$ cat config.mk
export PLATFORM = sky130hd
export DESIGN_NAME = url_query_param_decoder_flat
export DESIGN_NICKNAME = d
export VERILOG_FILES = /design/src/rtl/uqpd_pkg.sv /design/src/rtl/uqpd_in_if.sv /design/src/rtl/uqpd_out_if.sv /design/src/rtl/url_query_param_decoder.sv /design/src/rtl/uqpd_front.sv /design/src/rtl/uqpd_queue.sv /design/src/rtl/uqpd_back.sv /design/src/flat_wrapper.sv
export SDC_FILE = /design/constraint.sdc
export NUM_CORES = 1
export LEC_CHECK = 0
export ABC_AREA = 1
export BUFFER_PORTS_ARGS = -buffer_cell sky130_fd_sc_hd__buf_4
export CAP_MARGIN = 20
export CORE_AREA = 2 2 225 227
export DETAILED_ROUTE_END_ITERATION = 12
export DIE_AREA = 0 0 227 229
export PLACE_DENSITY = 0.53
export SETUP_SLACK_MARGIN = 0.1
export SLEW_MARGIN = 5
export SYNTH_ARGS = -nofsm -noshare
export SYNTH_HDL_FRONTEND = slang
export SYNTH_HIERARCHICAL = 1
export SYNTH_SLANG_ARGS = --single-unit
$ cat constraint.sdc
create_clock -name clk -period 4.5 [get_ports clk]
set_input_delay 0.9 -clock clk [delete_from_list [all_inputs] [get_ports clk]]
set_output_delay 0.9 -clock clk [all_outputs]
set_load 0.05 [all_outputs]
$ cat src/rtl/uqpd_pkg.sv
`default_nettype none

package uqpd_pkg;

  // sizing of the decoder
  localparam int KEY_BYTES   = 8;
  localparam int OUT_LIMIT   = 1024;
  localparam int VALUE_LIMIT = 1024;

  // register and field widths
  localparam int CHAR_W     = 8;
  localparam int KEY_W      = 64;
  localparam int KLEN_W     = 4;
  localparam int CAP_W      = 11;
  localparam int CFG_IDX_W  = 2;
  localparam int CFG_DATA_W = 64;

  localparam int KEY_REG_BYTES = KEY_W / CHAR_W;
  localparam int KIDX_W        = $clog2(KEY_REG_BYTES);

  // per-url counters
  localparam int ECNT_W = $clog2(OUT_LIMIT);
  localparam int VCNT_W = $clog2(VALUE_LIMIT);

  // command queue between parser and output sequencer
  localparam int QDEPTH  = 4;
  localparam int QPTR_W  = $clog2(QDEPTH);
  localparam int QCNT_W  = $clog2(QDEPTH + 1);
  localparam int MAX_RES = 3;
  localparam int NRES_W  = $clog2(MAX_RES + 1);

  // register indexes
  localparam logic [CFG_IDX_W-1:0] CFG_KEY_BYTES    = 2'd0;
  localparam logic [CFG_IDX_W-1:0] CFG_KEY_LENGTH   = 2'd1;
  localparam logic [CFG_IDX_W-1:0] CFG_OUT_CAPACITY = 2'd2;

  // characters
  localparam logic [CHAR_W-1:0] CH_PLUS  = 8'h2B;
  localparam logic [CHAR_W-1:0] CH_PCT   = 8'h25;
  localparam logic [CHAR_W-1:0] CH_QMARK = 8'h3F;
  localparam logic [CHAR_W-1:0] CH_AMP   = 8'h26;
  localparam logic [CHAR_W-1:0] CH_EQ    = 8'h3D;
  localparam logic [CHAR_W-1:0] CH_SPACE = 8'h20;

  // one queued command: up to three results, the last may be the status
  typedef struct packed {
    logic [MAX_RES-1:0][CHAR_W-1:0] bytes;
    logic [NRES_W-1:0]              nres;
    logic                           status;
    logic                           found;
  } uqpd_cmd_t;

  function automatic logic is_hex(input logic [CHAR_W-1:0] c);
    return (c inside {[8'h30:8'h39], [8'h41:8'h46], [8'h61:8'h66]});
  endfunction

  function automatic logic [3:0] hex_val(input logic [CHAR_W-1:0] c);
    logic [3:0] v;
    if (c inside {[8'h30:8'h39]}) begin
      v = c[3:0];
    end else begin
      v = 4'(c[3:0] + 4'd9);
    end
    return v;
  endfunction

  // re-creates the hex digit as it arrived
  function automatic logic [CHAR_W-1:0] held_char(input logic [3:0] d, input logic up);
    logic [CHAR_W-1:0] r;
    if (d < 4'd10) begin
      r = 8'(8'h30 + {4'h0, d});
    end else if (up) begin
      r = 8'(8'h37 + {4'h0, d});
    end else begin
      r = 8'(8'h57 + {4'h0, d});
    end
    return r;
  endfunction

endpackage

`default_nettype wire

$ cat src/rtl/uqpd_in_if.sv
`default_nettype none

interface uqpd_in_if;
  logic       valid;
  logic       ready;
  logic [7:0] url_byte;
  logic       end_of_url;

  modport source (output valid, url_byte, end_of_url, input ready);
  modport sink (input valid, url_byte, end_of_url, output ready);
endinterface

`default_nettype wire

$ cat src/rtl/uqpd_out_if.sv
`default_nettype none

interface uqpd_out_if;
  logic       valid;
  logic       ready;
  logic [7:0] out_char;
  logic       found;
  logic       done_res;

  modport source (output valid, out_char, found, done_res, input ready);
  modport sink (input valid, out_char, found, done_res, output ready);
endinterface

`default_nettype wire

$ cat src/rtl/url_query_param_decoder.sv
// URL query parameter decoder. Takes one URL byte per input beat (end_of_url
// marks the terminator beat), skips everything up to the first '?', splits
// the query on '&' and compares each name with key_bytes/key_length. The value
// of the first matching segment is percent-decoded ('+' to space, %XX to one
// byte, a broken escape passes through literally) and each decoded byte leaves
// as one result beat, up to out_capacity-1 per URL; every URL closes with one
// status beat (done_res=1, found=key matched and out_capacity>=2). An input
// beat can be accepted every cycle unless the command queue is full. A beat
// makes zero to three results, which leave one per cycle unless the output
// stalls; a four-entry command queue between the parser and the output
// sequencer absorbs bursts, and in_ready drops only when that queue is full.
// Results pass through the queue, current-command and output registers.
// Registers are written through the cfg_ port and should change only while
// no URL is in flight; there is no clearing pass after reset.
`default_nettype none

module url_query_param_decoder (
  input  wire logic                             clk,
  input  wire logic                             rst_n,
  uqpd_in_if.sink                               in_chan,
  uqpd_out_if.source                            out_chan,
  input  wire logic                             cfg_we,
  input  wire logic [uqpd_pkg::CFG_IDX_W-1:0]   cfg_index,
  input  wire logic [uqpd_pkg::CFG_DATA_W-1:0]  cfg_wdata
);
  import uqpd_pkg::*;

  // configuration registers
  logic [KEY_W-1:0]  key_bytes_r;
  logic [KLEN_W-1:0] key_length_r;
  logic [CAP_W-1:0]  out_capacity_r;

  // queue hookup
  uqpd_cmd_t q_cmd;
  uqpd_cmd_t head_cmd;
  logic      q_push;
  logic      q_pop;
  logic      q_full;
  logic      q_empty;

  always_ff @(posedge clk) begin
    if (!rst_n) begin
      key_bytes_r    <= '0;
      key_length_r   <= '0;
      out_capacity_r <= CAP_W'(1024);
    end else if (cfg_we) begin
      case (cfg_index)
        CFG_KEY_BYTES:    key_bytes_r    <= cfg_wdata[KEY_W-1:0];
        CFG_KEY_LENGTH:   key_length_r   <= cfg_wdata[KLEN_W-1:0];
        CFG_OUT_CAPACITY: out_capacity_r <= cfg_wdata[CAP_W-1:0];
        default: begin
          // unused index, write dropped
        end
      endcase
    end
  end

  // parser: key match, escape decode, buffer limit, at most one command per beat
  uqpd_front u_front (
    .clk          (clk),
    .rst_n        (rst_n),
    .in_chan      (in_chan),
    .key_bytes    (key_bytes_r),
    .key_length   (key_length_r),
    .out_capacity (out_capacity_r),
    .q_full       (q_full),
    .q_push       (q_push),
    .q_cmd        (q_cmd)
  );

  // decouples parser from output stalls
  uqpd_queue u_queue (
    .clk      (clk),
    .rst_n    (rst_n),
    .push     (q_push),
    .push_cmd (q_cmd),
    .pop      (q_pop),
    .head_cmd (head_cmd),
    .full     (q_full),
    .empty    (q_empty)
  );

  // sequencer: spreads each command over result beats
  uqpd_back u_back (
    .clk      (clk),
    .rst_n    (rst_n),
    .head_cmd (head_cmd),
    .q_empty  (q_empty),
    .q_pop    (q_pop),
    .out_chan (out_chan)
  );

  // a command is never offered to a full queue
  a_no_push_full: assert property (@(posedge clk) disable iff (!rst_n)
    q_push |-> !q_full)
    else $error("command pushed into full queue");

  // the sequencer never pops an empty queue
  a_no_pop_empty: assert property (@(posedge clk) disable iff (!rst_n)
    q_pop |-> !q_empty)
    else $error("pop from empty queue");

  // status beats carry no character
  a_status_char: assert property (@(posedge clk) disable iff (!rst_n)
    (out_chan.valid && out_chan.done_res) |-> (out_chan.out_char == '0))
    else $error("status beat with nonzero character");

  // found only rides on status beats
  a_found_status: assert property (@(posedge clk) disable iff (!rst_n)
    (out_chan.valid && !out_chan.done_res) |-> !out_chan.found)
    else $error("found set on data beat");

endmodule

`default_nettype wire

$ cat src/rtl/uqpd_front.sv
`default_nettype none

module uqpd_front (
  input  wire logic                         clk,
  input  wire logic                         rst_n,
  uqpd_in_if.sink                           in_chan,
  input  wire logic [uqpd_pkg::KEY_W-1:0]   key_bytes,
  input  wire logic [uqpd_pkg::KLEN_W-1:0]  key_length,
  input  wire logic [uqpd_pkg::CAP_W-1:0]   out_capacity,
  input  wire logic                         q_full,
  output logic                              q_push,
  output uqpd_pkg::uqpd_cmd_t               q_cmd
);
  import uqpd_pkg::*;

  localparam logic [2:0] PH_BEFORE_Q = 3'd0;
  localparam logic [2:0] PH_NAME     = 3'd1;
  localparam logic [2:0] PH_SKIP     = 3'd2;
  localparam logic [2:0] PH_VALUE    = 3'd3;
  localparam logic [2:0] PH_DONE     = 3'd4;

  localparam logic [1:0] ESC_NONE = 2'd0;
  localparam logic [1:0] ESC_PCT  = 2'd1;
  localparam logic [1:0] ESC_HEX  = 2'd2;

  logic [2:0]        phase_r, phase_nxt;
  logic [KLEN_W-1:0] kpos_r, kpos_nxt;
  logic              kmis_r, kmis_nxt;
  logic [1:0]        esc_r, esc_nxt;
  logic [3:0]        hexd_r, hexd_nxt;
  logic              hexup_r, hexup_nxt;
  logic [ECNT_W-1:0] ecnt_r, ecnt_nxt;
  logic [VCNT_W-1:0] vcnt_r, vcnt_nxt;

  logic                           accept;
  logic [CHAR_W-1:0]              c;
  logic [KLEN_W-1:0]              klen_eff;
  logic [CHAR_W-1:0]              kchar;
  logic [CAP_W-1:0]               cap_eff;
  logic                           cap_ok;
  logic [CAP_W-1:0]               limit;
  logic [CAP_W-1:0]               ecnt_ext;
  logic [MAX_RES-1:0][CHAR_W-1:0] rb;
  logic [NRES_W-1:0]              rn;
  logic [NRES_W-1:0]              keep;
  logic                           c_hex;

  assign in_chan.ready = !q_full;
  assign accept        = in_chan.valid && in_chan.ready;
  assign c             = in_chan.url_byte;
  assign c_hex         = is_hex(c);

  assign klen_eff = (key_length > KLEN_W'(KEY_BYTES)) ? KLEN_W'(KEY_BYTES) : key_length;
  assign kchar    = (kpos_r < KLEN_W'(KEY_REG_BYTES)) ?
                    key_bytes[{kpos_r[KIDX_W-1:0], 3'b000} +: CHAR_W] : '0;

  assign cap_eff  = (out_capacity > CAP_W'(OUT_LIMIT)) ? CAP_W'(OUT_LIMIT) : out_capacity;
  assign cap_ok   = cap_eff >= CAP_W'(2);
  assign limit    = cap_eff - CAP_W'(1);
  assign ecnt_ext = CAP_W'(ecnt_r);

  // parse step: state update plus the raw list of decoded bytes
  always_comb begin
    phase_nxt = phase_r;
    kpos_nxt  = kpos_r;
    kmis_nxt  = kmis_r;
    esc_nxt   = esc_r;
    hexd_nxt  = hexd_r;
    hexup_nxt = hexup_r;
    vcnt_nxt  = vcnt_r;
    rb        = '0;
    rn        = '0;

    if (in_chan.end_of_url) begin
      if (phase_r == PH_VALUE) begin
        if (esc_r != ESC_NONE) begin
          rb[rn] = CH_PCT;
          rn     = rn + NRES_W'(1);
        end
        if (esc_r == ESC_HEX) begin
          rb[rn] = held_char(hexd_r, hexup_r);
          rn     = rn + NRES_W'(1);
        end
      end
      phase_nxt = PH_BEFORE_Q;
      kpos_nxt  = '0;
      kmis_nxt  = 1'b0;
      esc_nxt   = ESC_NONE;
      hexd_nxt  = '0;
      hexup_nxt = 1'b0;
      vcnt_nxt  = '0;
    end else begin
      case (phase_r)
        PH_BEFORE_Q: begin
          if (c == CH_QMARK) begin
            phase_nxt = PH_NAME;
            kpos_nxt  = '0;
            kmis_nxt  = 1'b0;
          end
        end
        PH_NAME: begin
          if (c == CH_AMP) begin
            kpos_nxt = '0;
            kmis_nxt = 1'b0;
          end else if (c == CH_EQ) begin
            if (!kmis_r && kpos_r == klen_eff) begin
              phase_nxt = PH_VALUE;
              vcnt_nxt  = '0;
              esc_nxt   = ESC_NONE;
            end else begin
              phase_nxt = PH_SKIP;
            end
          end else if (!kmis_r && kpos_r < klen_eff && c == kchar) begin
            kpos_nxt = kpos_r + KLEN_W'(1);
          end else begin
            kmis_nxt = 1'b1;
          end
        end
        PH_SKIP: begin
          if (c == CH_AMP) begin
            phase_nxt = PH_NAME;
            kpos_nxt  = '0;
            kmis_nxt  = 1'b0;
          end
        end
        PH_VALUE: begin
          if (c == CH_AMP || vcnt_r >= VCNT_W'(VALUE_LIMIT - 1)) begin
            // value ends, pending escape goes out literally
            if (esc_r != ESC_NONE) begin
              rb[rn] = CH_PCT;
              rn     = rn + NRES_W'(1);
            end
            if (esc_r == ESC_HEX) begin
              rb[rn] = held_char(hexd_r, hexup_r);
              rn     = rn + NRES_W'(1);
            end
            esc_nxt   = ESC_NONE;
            phase_nxt = PH_DONE;
          end else begin
            vcnt_nxt = vcnt_r + VCNT_W'(1);
            if (esc_r == ESC_PCT && c_hex) begin
              hexd_nxt  = hex_val(c);
              hexup_nxt = (c inside {[8'h41:8'h46]});
              esc_nxt   = ESC_HEX;
            end else if (esc_r == ESC_HEX && c_hex) begin
              rb[rn]  = {hexd_r, hex_val(c)};
              rn      = rn + NRES_W'(1);
              esc_nxt = ESC_NONE;
            end else begin
              if (esc_r != ESC_NONE) begin
                rb[rn] = CH_PCT;
                rn     = rn + NRES_W'(1);
              end
              if (esc_r == ESC_HEX) begin
                rb[rn] = held_char(hexd_r, hexup_r);
                rn     = rn + NRES_W'(1);
              end
              esc_nxt = ESC_NONE;
              if (c == CH_PCT) begin
                esc_nxt = ESC_PCT;
              end else if (c == CH_PLUS) begin
                rb[rn] = CH_SPACE;
                rn     = rn + NRES_W'(1);
              end else begin
                rb[rn] = c;
                rn     = rn + NRES_W'(1);
              end
            end
          end
        end
        default: begin
        end
      endcase
    end
  end

  // output buffer limit: kept bytes are always a prefix of the raw list
  always_comb begin
    keep = '0;
    if (cap_ok && rn >= NRES_W'(1) && ecnt_ext < limit) begin
      keep = NRES_W'(1);
    end
    if (cap_ok && rn >= NRES_W'(2) && (ecnt_ext + CAP_W'(1)) < limit) begin
      keep = NRES_W'(2);
    end
    if (cap_ok && rn >= NRES_W'(3) && (ecnt_ext + CAP_W'(2)) < limit) begin
      keep = NRES_W'(3);
    end
    if (in_chan.end_of_url) begin
      ecnt_nxt = '0;
    end else begin
      ecnt_nxt = ecnt_r + ECNT_W'(keep);
    end
  end

  always_comb begin
    q_cmd.bytes  = rb;
    q_cmd.status = in_chan.end_of_url;
    q_cmd.found  = (phase_r == PH_VALUE || phase_r == PH_DONE) && cap_ok;
    q_cmd.nres   = in_chan.end_of_url ? keep + NRES_W'(1) : keep;
    q_push       = accept && (in_chan.end_of_url || keep != '0);
  end

  always_ff @(posedge clk) begin
    if (!rst_n) begin
      phase_r <= PH_BEFORE_Q;
      kpos_r  <= '0;
      kmis_r  <= 1'b0;
      esc_r   <= ESC_NONE;
      hexd_r  <= '0;
      hexup_r <= 1'b0;
      ecnt_r  <= '0;
      vcnt_r  <= '0;
    end else if (accept) begin
      phase_r <= phase_nxt;
      kpos_r  <= kpos_nxt;
      kmis_r  <= kmis_nxt;
      esc_r   <= esc_nxt;
      hexd_r  <= hexd_nxt;
      hexup_r <= hexup_nxt;
      ecnt_r  <= ecnt_nxt;
      vcnt_r  <= vcnt_nxt;
    end
  end

endmodule

`default_nettype wire

$ cat src/rtl/uqpd_queue.sv
`default_nettype none

module uqpd_queue (
  input  wire logic          clk,
  input  wire logic          rst_n,
  input  wire logic          push,
  input  wire uqpd_pkg::uqpd_cmd_t push_cmd,
  input  wire logic          pop,
  output uqpd_pkg::uqpd_cmd_t head_cmd,
  output logic               full,
  output logic               empty
);
  import uqpd_pkg::*;

  uqpd_cmd_t         mem_r [QDEPTH];
  logic [QPTR_W-1:0] wr_r, wr_nxt;
  logic [QPTR_W-1:0] rd_r, rd_nxt;
  logic [QCNT_W-1:0] cnt_r, cnt_nxt;
  logic              do_push;
  logic              do_pop;

  assign full     = cnt_r == QCNT_W'(QDEPTH);
  assign empty    = cnt_r == '0;
  assign head_cmd = mem_r[rd_r];
  assign do_push  = push && !full;
  assign do_pop   = pop && !empty;

  always_comb begin
    wr_nxt  = do_push ? QPTR_W'(wr_r + QPTR_W'(1)) : wr_r;
    rd_nxt  = do_pop ? QPTR_W'(rd_r + QPTR_W'(1)) : rd_r;
    cnt_nxt = cnt_r + QCNT_W'(do_push) - QCNT_W'(do_pop);
  end

  always_ff @(posedge clk) begin
    if (!rst_n) begin
      wr_r  <= '0;
      rd_r  <= '0;
      cnt_r <= '0;
    end else begin
      wr_r  <= wr_nxt;
      rd_r  <= rd_nxt;
      cnt_r <= cnt_nxt;
    end
  end

  always_ff @(posedge clk) begin
    if (do_push) begin
      mem_r[wr_r] <= push_cmd;
    end
  end

endmodule

`default_nettype wire

$ cat src/rtl/uqpd_back.sv
`default_nettype none

module uqpd_back (
  input  wire logic          clk,
  input  wire logic          rst_n,
  input  wire uqpd_pkg::uqpd_cmd_t head_cmd,
  input  wire logic          q_empty,
  output logic               q_pop,
  uqpd_out_if.source         out_chan
);
  import uqpd_pkg::*;

  uqpd_cmd_t         cur_r;
  logic              cur_vld_r;
  logic [NRES_W-1:0] idx_r;
  logic              out_vld_r;
  logic [CHAR_W-1:0] out_char_r;
  logic              found_r;
  logic              done_r;

  logic              advance;
  logic              last;
  logic              is_status;

  assign advance   = cur_vld_r && (!out_vld_r || out_chan.ready);
  assign last      = idx_r == (cur_r.nres - NRES_W'(1));
  assign is_status = cur_r.status && last;
  assign q_pop     = (!cur_vld_r || (advance && last)) && !q_empty;

  assign out_chan.valid    = out_vld_r;
  assign out_chan.out_char = out_char_r;
  assign out_chan.found    = found_r;
  assign out_chan.done_res = done_r;

  always_ff @(posedge clk) begin
    if (!rst_n) begin
      cur_vld_r <= 1'b0;
      idx_r     <= '0;
      out_vld_r <= 1'b0;
    end else begin
      if (q_pop) begin
        cur_vld_r <= 1'b1;
        idx_r     <= '0;
      end else if (advance && last) begin
        cur_vld_r <= 1'b0;
      end else if (advance) begin
        idx_r <= idx_r + NRES_W'(1);
      end
      if (advance) begin
        out_vld_r <= 1'b1;
      end else if (out_chan.ready) begin
        out_vld_r <= 1'b0;
      end
    end
  end

  always_ff @(posedge clk) begin
    if (q_pop) begin
      cur_r <= head_cmd;
    end
    if (advance) begin
      out_char_r <= is_status ? '0 : cur_r.bytes[idx_r];
      found_r    <= is_status && cur_r.found;
      done_r     <= is_status;
    end
  end

endmodule

`default_nettype wire
$ cat src/flat_wrapper.sv
// flat-port wrapper written by rule: the top's interface ports become plain ports
module url_query_param_decoder_flat import uqpd_pkg::*;
  (clk, rst_n, cfg_we, cfg_index, cfg_wdata, in_chan_valid, in_chan_url_byte, in_chan_end_of_url, in_chan_ready, out_chan_valid, out_chan_out_char, out_chan_found, out_chan_done_res, out_chan_ready);
  uqpd_in_if in_chan_i ();
  uqpd_out_if out_chan_i ();
  input  wire logic clk;
  input  wire logic rst_n;
  input  wire logic cfg_we;
  input  wire logic [uqpd_pkg::CFG_IDX_W-1:0] cfg_index;
  input  wire logic [uqpd_pkg::CFG_DATA_W-1:0] cfg_wdata;
  input wire logic [$bits(in_chan_i.valid)-1:0] in_chan_valid;
  input wire logic [$bits(in_chan_i.url_byte)-1:0] in_chan_url_byte;
  input wire logic [$bits(in_chan_i.end_of_url)-1:0] in_chan_end_of_url;
  output wire logic [$bits(in_chan_i.ready)-1:0] in_chan_ready;
  output wire logic [$bits(out_chan_i.valid)-1:0] out_chan_valid;
  output wire logic [$bits(out_chan_i.out_char)-1:0] out_chan_out_char;
  output wire logic [$bits(out_chan_i.found)-1:0] out_chan_found;
  output wire logic [$bits(out_chan_i.done_res)-1:0] out_chan_done_res;
  input wire logic [$bits(out_chan_i.ready)-1:0] out_chan_ready;
  assign in_chan_i.valid = in_chan_valid;
  assign in_chan_i.url_byte = in_chan_url_byte;
  assign in_chan_i.end_of_url = in_chan_end_of_url;
  assign in_chan_ready = in_chan_i.ready;
  assign out_chan_valid = out_chan_i.valid;
  assign out_chan_out_char = out_chan_i.out_char;
  assign out_chan_found = out_chan_i.found;
  assign out_chan_done_res = out_chan_i.done_res;
  assign out_chan_i.ready = out_chan_ready;
  url_query_param_decoder u_core (.clk(clk), .rst_n(rst_n), .in_chan(in_chan_i), .out_chan(out_chan_i), .cfg_we(cfg_we), .cfg_index(cfg_index), .cfg_wdata(cfg_wdata));
endmodule
==> key figures <==
Run status
  • Run status: complete, no violations

Pwr
  • VDD IR max: 0.319 mV
  • Leak pwr: 7.17 nW
  • Power per cell area: 457 mW/mm²
  • Total power: 7.89 mW
  • Gate power share: 27.7%
  • Psw: 2.68 mW
  • Sw Ratio: 34.0%
  • Clock share of power: 30.4%
  • Seq pwr share: 41.9%
  • Pint: 5.21 mW

Clocking
  • Clk_lat worst skew: 0.59 ns
  • Clock buffer depth: 3
  • CTS tree: done
  • Clock slew at the register clock pins of the worst setup and hold paths: 0.06 ns
  • Clock Sinks: 277
  • CTS Root Cell: clkbuf_16
  • CTS H-tree depth: 1
  • # hold bufs at CTS: 0
  • TritonCTS Buffers: 30

Finish
  • Ant diodes: 0
  • Commonest non-fill, non-tap cell in the layout: nor2_1
  • Layout cell share with drive strength beyond 1: 14.1%
  • Area Growth Syn to Fin: 17.1%
  • Layout Nets: 2,033
  • Most frequent cells in the layout: 293 x nor2_1, 285 x nand2_1, 218 x inv_1
  • Post-layout util: 34.7%
  • # fillers: 5,281

Worst setup path
  • CP arrival: 4.59 ns
  • Startpoint Class: register
  • Bufs and invs on worst path: 4
  • Crit-path leading delay family: adder cells
  • Critical Path Max Stage Delay: 0.36 ns
  • WS Path Type: reg -> reg
  • Req. time, crit path: 5.02 ns
  • Critical path startpoint: u_core/out_capacity_r[8]
  • CP dominant cell by count: nand2_1
  • Worst-path fanout max: 11
  • Reg-to-reg startpoint: u_core/out_capacity_r[8]
  • CP endpoint kind: register
  • Crit-path slowest cell: dfxtp_4

Synthesis
  • Most used DFF post-synth: edfxtp_1
  • Post-synth ARST share: 0%
  • Seq/Total Area, Yosys: 47.8%
  • Synth Instances: 1,820
  • Syn avg cell area: 8.09 µm²
  • Syn nets: 1,946
  • Synth Register Bits: 277
  • Synth cell types: 58
  • Syn. warnings: 6
  • Post-Syn Area: 0.0147 mm²
  • Post-synth EDFFs: 150

STA
  • Final slew viol count: 0
  • Worst Clk Skew: 0.0158 ns
  • Max Freq: 246 MHz
  • Worst Tran Pin Value: 0.971 ns
  • Hold Vio Cnt, Final: 0
  • Worst slew margin: 35.2%
  • RSZ-0062 raised after global routing: false
  • Fin crit share: 90.4%
  • Post-route minimum period: 4.07 ns
  • Setup violations, final: 0

Hold path
  • Worst min-delay path category: reg -> reg
  • Worst hold path startpoint: u_core/key_bytes_r[13]

Routing
  • Final wirelength: 37,900 µm
  • 1st-iter DRT viols: 722
  • Post-route ant nets: 0
  • Via count: 12.2k
  • Pre-Repair DR Iteration Count: 5
  • Drc violations: 0
  • DR vias/cell: 4.70
  • Routed len/inst: 14.6 µm

Global route
  • First-pass GRT wire length: 60,900 µm
  • Initial antenna violation count: 2
  • Largest net degree at the start of global routing: 129
  • GRT Residual Overflow: 0
  • Vias in the first global route: 11.8k
  • GRT Util Overall: 14.4%

Run
  • Total of max-cap violations: 0

Floorplanning
  • Core area: 0.0497 mm²
  • Io pins: 92
  • # rows: 82
  • Starting Density: 29.7%
  • Die X: 227 µm
  • Die ar.: 0.0520 mm²
  • Die Y-Extent: 229 µm

Place
  • Placer Congestion: 0.916
  • Port bufs: 91
  • HPWL after detailed placement: 26,400 µm
[worst register-to-register path, delay by kind of cell, from the launching register on]
| family | cells | cell delay, ns |
|---|---|---|
| XOR/XNOR | 1 | 0.20 |
| flip-flops | 1 | 0.36 |
| AO/OA/AOI/OAI | 4 | 0.65 |
| AND/OR/NAND/NOR | 16 | 1.23 |
| adder cells (fa/ha/maj) | 5 | 1.25 |
| buffers and inverters | 4 | 0.32 |
[synth_stat cells, drive strengths merged, types with 5 or more instances]
library cell,n,area share [%]
buf,62,3.1
a21oi,126,4.5
nand4,10,0.42
o21ai,144,4.9
ha,44,3.7
nand2,308,8.3
nand3,141,5.1
edfxtp,150,31
o22ai,29,1.2
nor4,5,0.31
a211oi,13,0.66
inv,231,5.9
xnor2,5,0.30
nor2,313,8.2
a31oi,5,0.21
nor3,18,0.72
o211ai,13,0.66
xor2,23,1.4
clkbuf,19,0.52
dfxtp,127,17
[flip-flops by register name (all words and copies together), names as in the netlist, 8 cells and up, named ones only]
register,count
u_core/u_back/out_chan.out_char,8
u_core/u_front/vcnt_r,10
u_core/u_front/ecnt_r,10
u_core/out_capacity_r,11
u_core/key_bytes_r,64
u_core/u_queue/mem_r,112
u_core/u_back/cur_r,28
[metal layers]
metal	vias up	share of wire, %	global-route usage [%]	wire [µm]
met1	5723	46	19.2	17300
li1	6198	-	-	-
met4	4	1.9	2.96	738
met2	250	47	24.3	17900
met5	-	0.079	0	30
met3	55	5.3	2.77	1990
[per-stage QoR]
stage               hold slack (ns)  cells  worst slack, ns  setup TNS (ns)  instance area (µm²)
floorplan                     0.445   1820           -0.289          -32.37                14700
global placement              0.456   2539            0.134               0                16100
detailed placement            0.463   2539           0.0472               0                16100
CTS                           0.479   2592            0.148               0                17000
global route                  0.498   2600           0.0727               0                17200
finish                        0.473   2600            0.432               0                17200
[final timing paths]
kind	to	slack, ns	cells past startpoint
worst max-delay path	u_core/u_queue/cnt_r[2]	0.43	30
worst min-delay path	u_core/key_bytes_r[13]	0.47	2
worst max register to register	u_core/u_queue/cnt_r[2]	0.43	30
worst min register to register	u_core/key_bytes_r[13]	0.47	2
[cell type report]
| type | count | area, µm² | share of cell area [%] |
|---|---|---|---|
| Clock inverter | 17 | 160 | 0.928 |
| Inverter | 233 | 875 | 5.07 |
| Sequential cell | 277 | 7060 | 40.9 |
| Clock buffer | 36 | 793 | 4.60 |
| Multi-Input combinational cell | 1229 | 6430 | 37.3 |
| Timing Repair Buffer | 136 | 1090 | 6.35 |
| Tap cell | 672 | 841 | 4.87 |
[power groups by stage]
stage	Clock, mW	Sequential, mW	Combinational (mW)
after floorplan	0	3.47	1.45
after global placement	0	3.36	2.15
after detailed placement	0	3.36	2.16
after CTS	2.47	3.31	2.17
after global routing	2.57	3.34	2.47
final	2.40	3.31	2.18
[what timing repair did]
item / 4_1_cts / 5_1_grt
gates resized for setup: 1 / 39
setup buffers: 0 / 8
endpoints found under the setup margin: 1 / 3
pin swaps: 0 / 16
[cell families after synthesis]
family | synth area share (%)
xor gates and xnor gates | 1.66
AOI/OAI and AO/OA | 13.4
DFF | 47.8
and+or+nand+nor | 23.3
muxes | 0.272
adders and majority gates | 4.01
buffers and inverters | 9.55
Power figures use the tool's default switching activity.
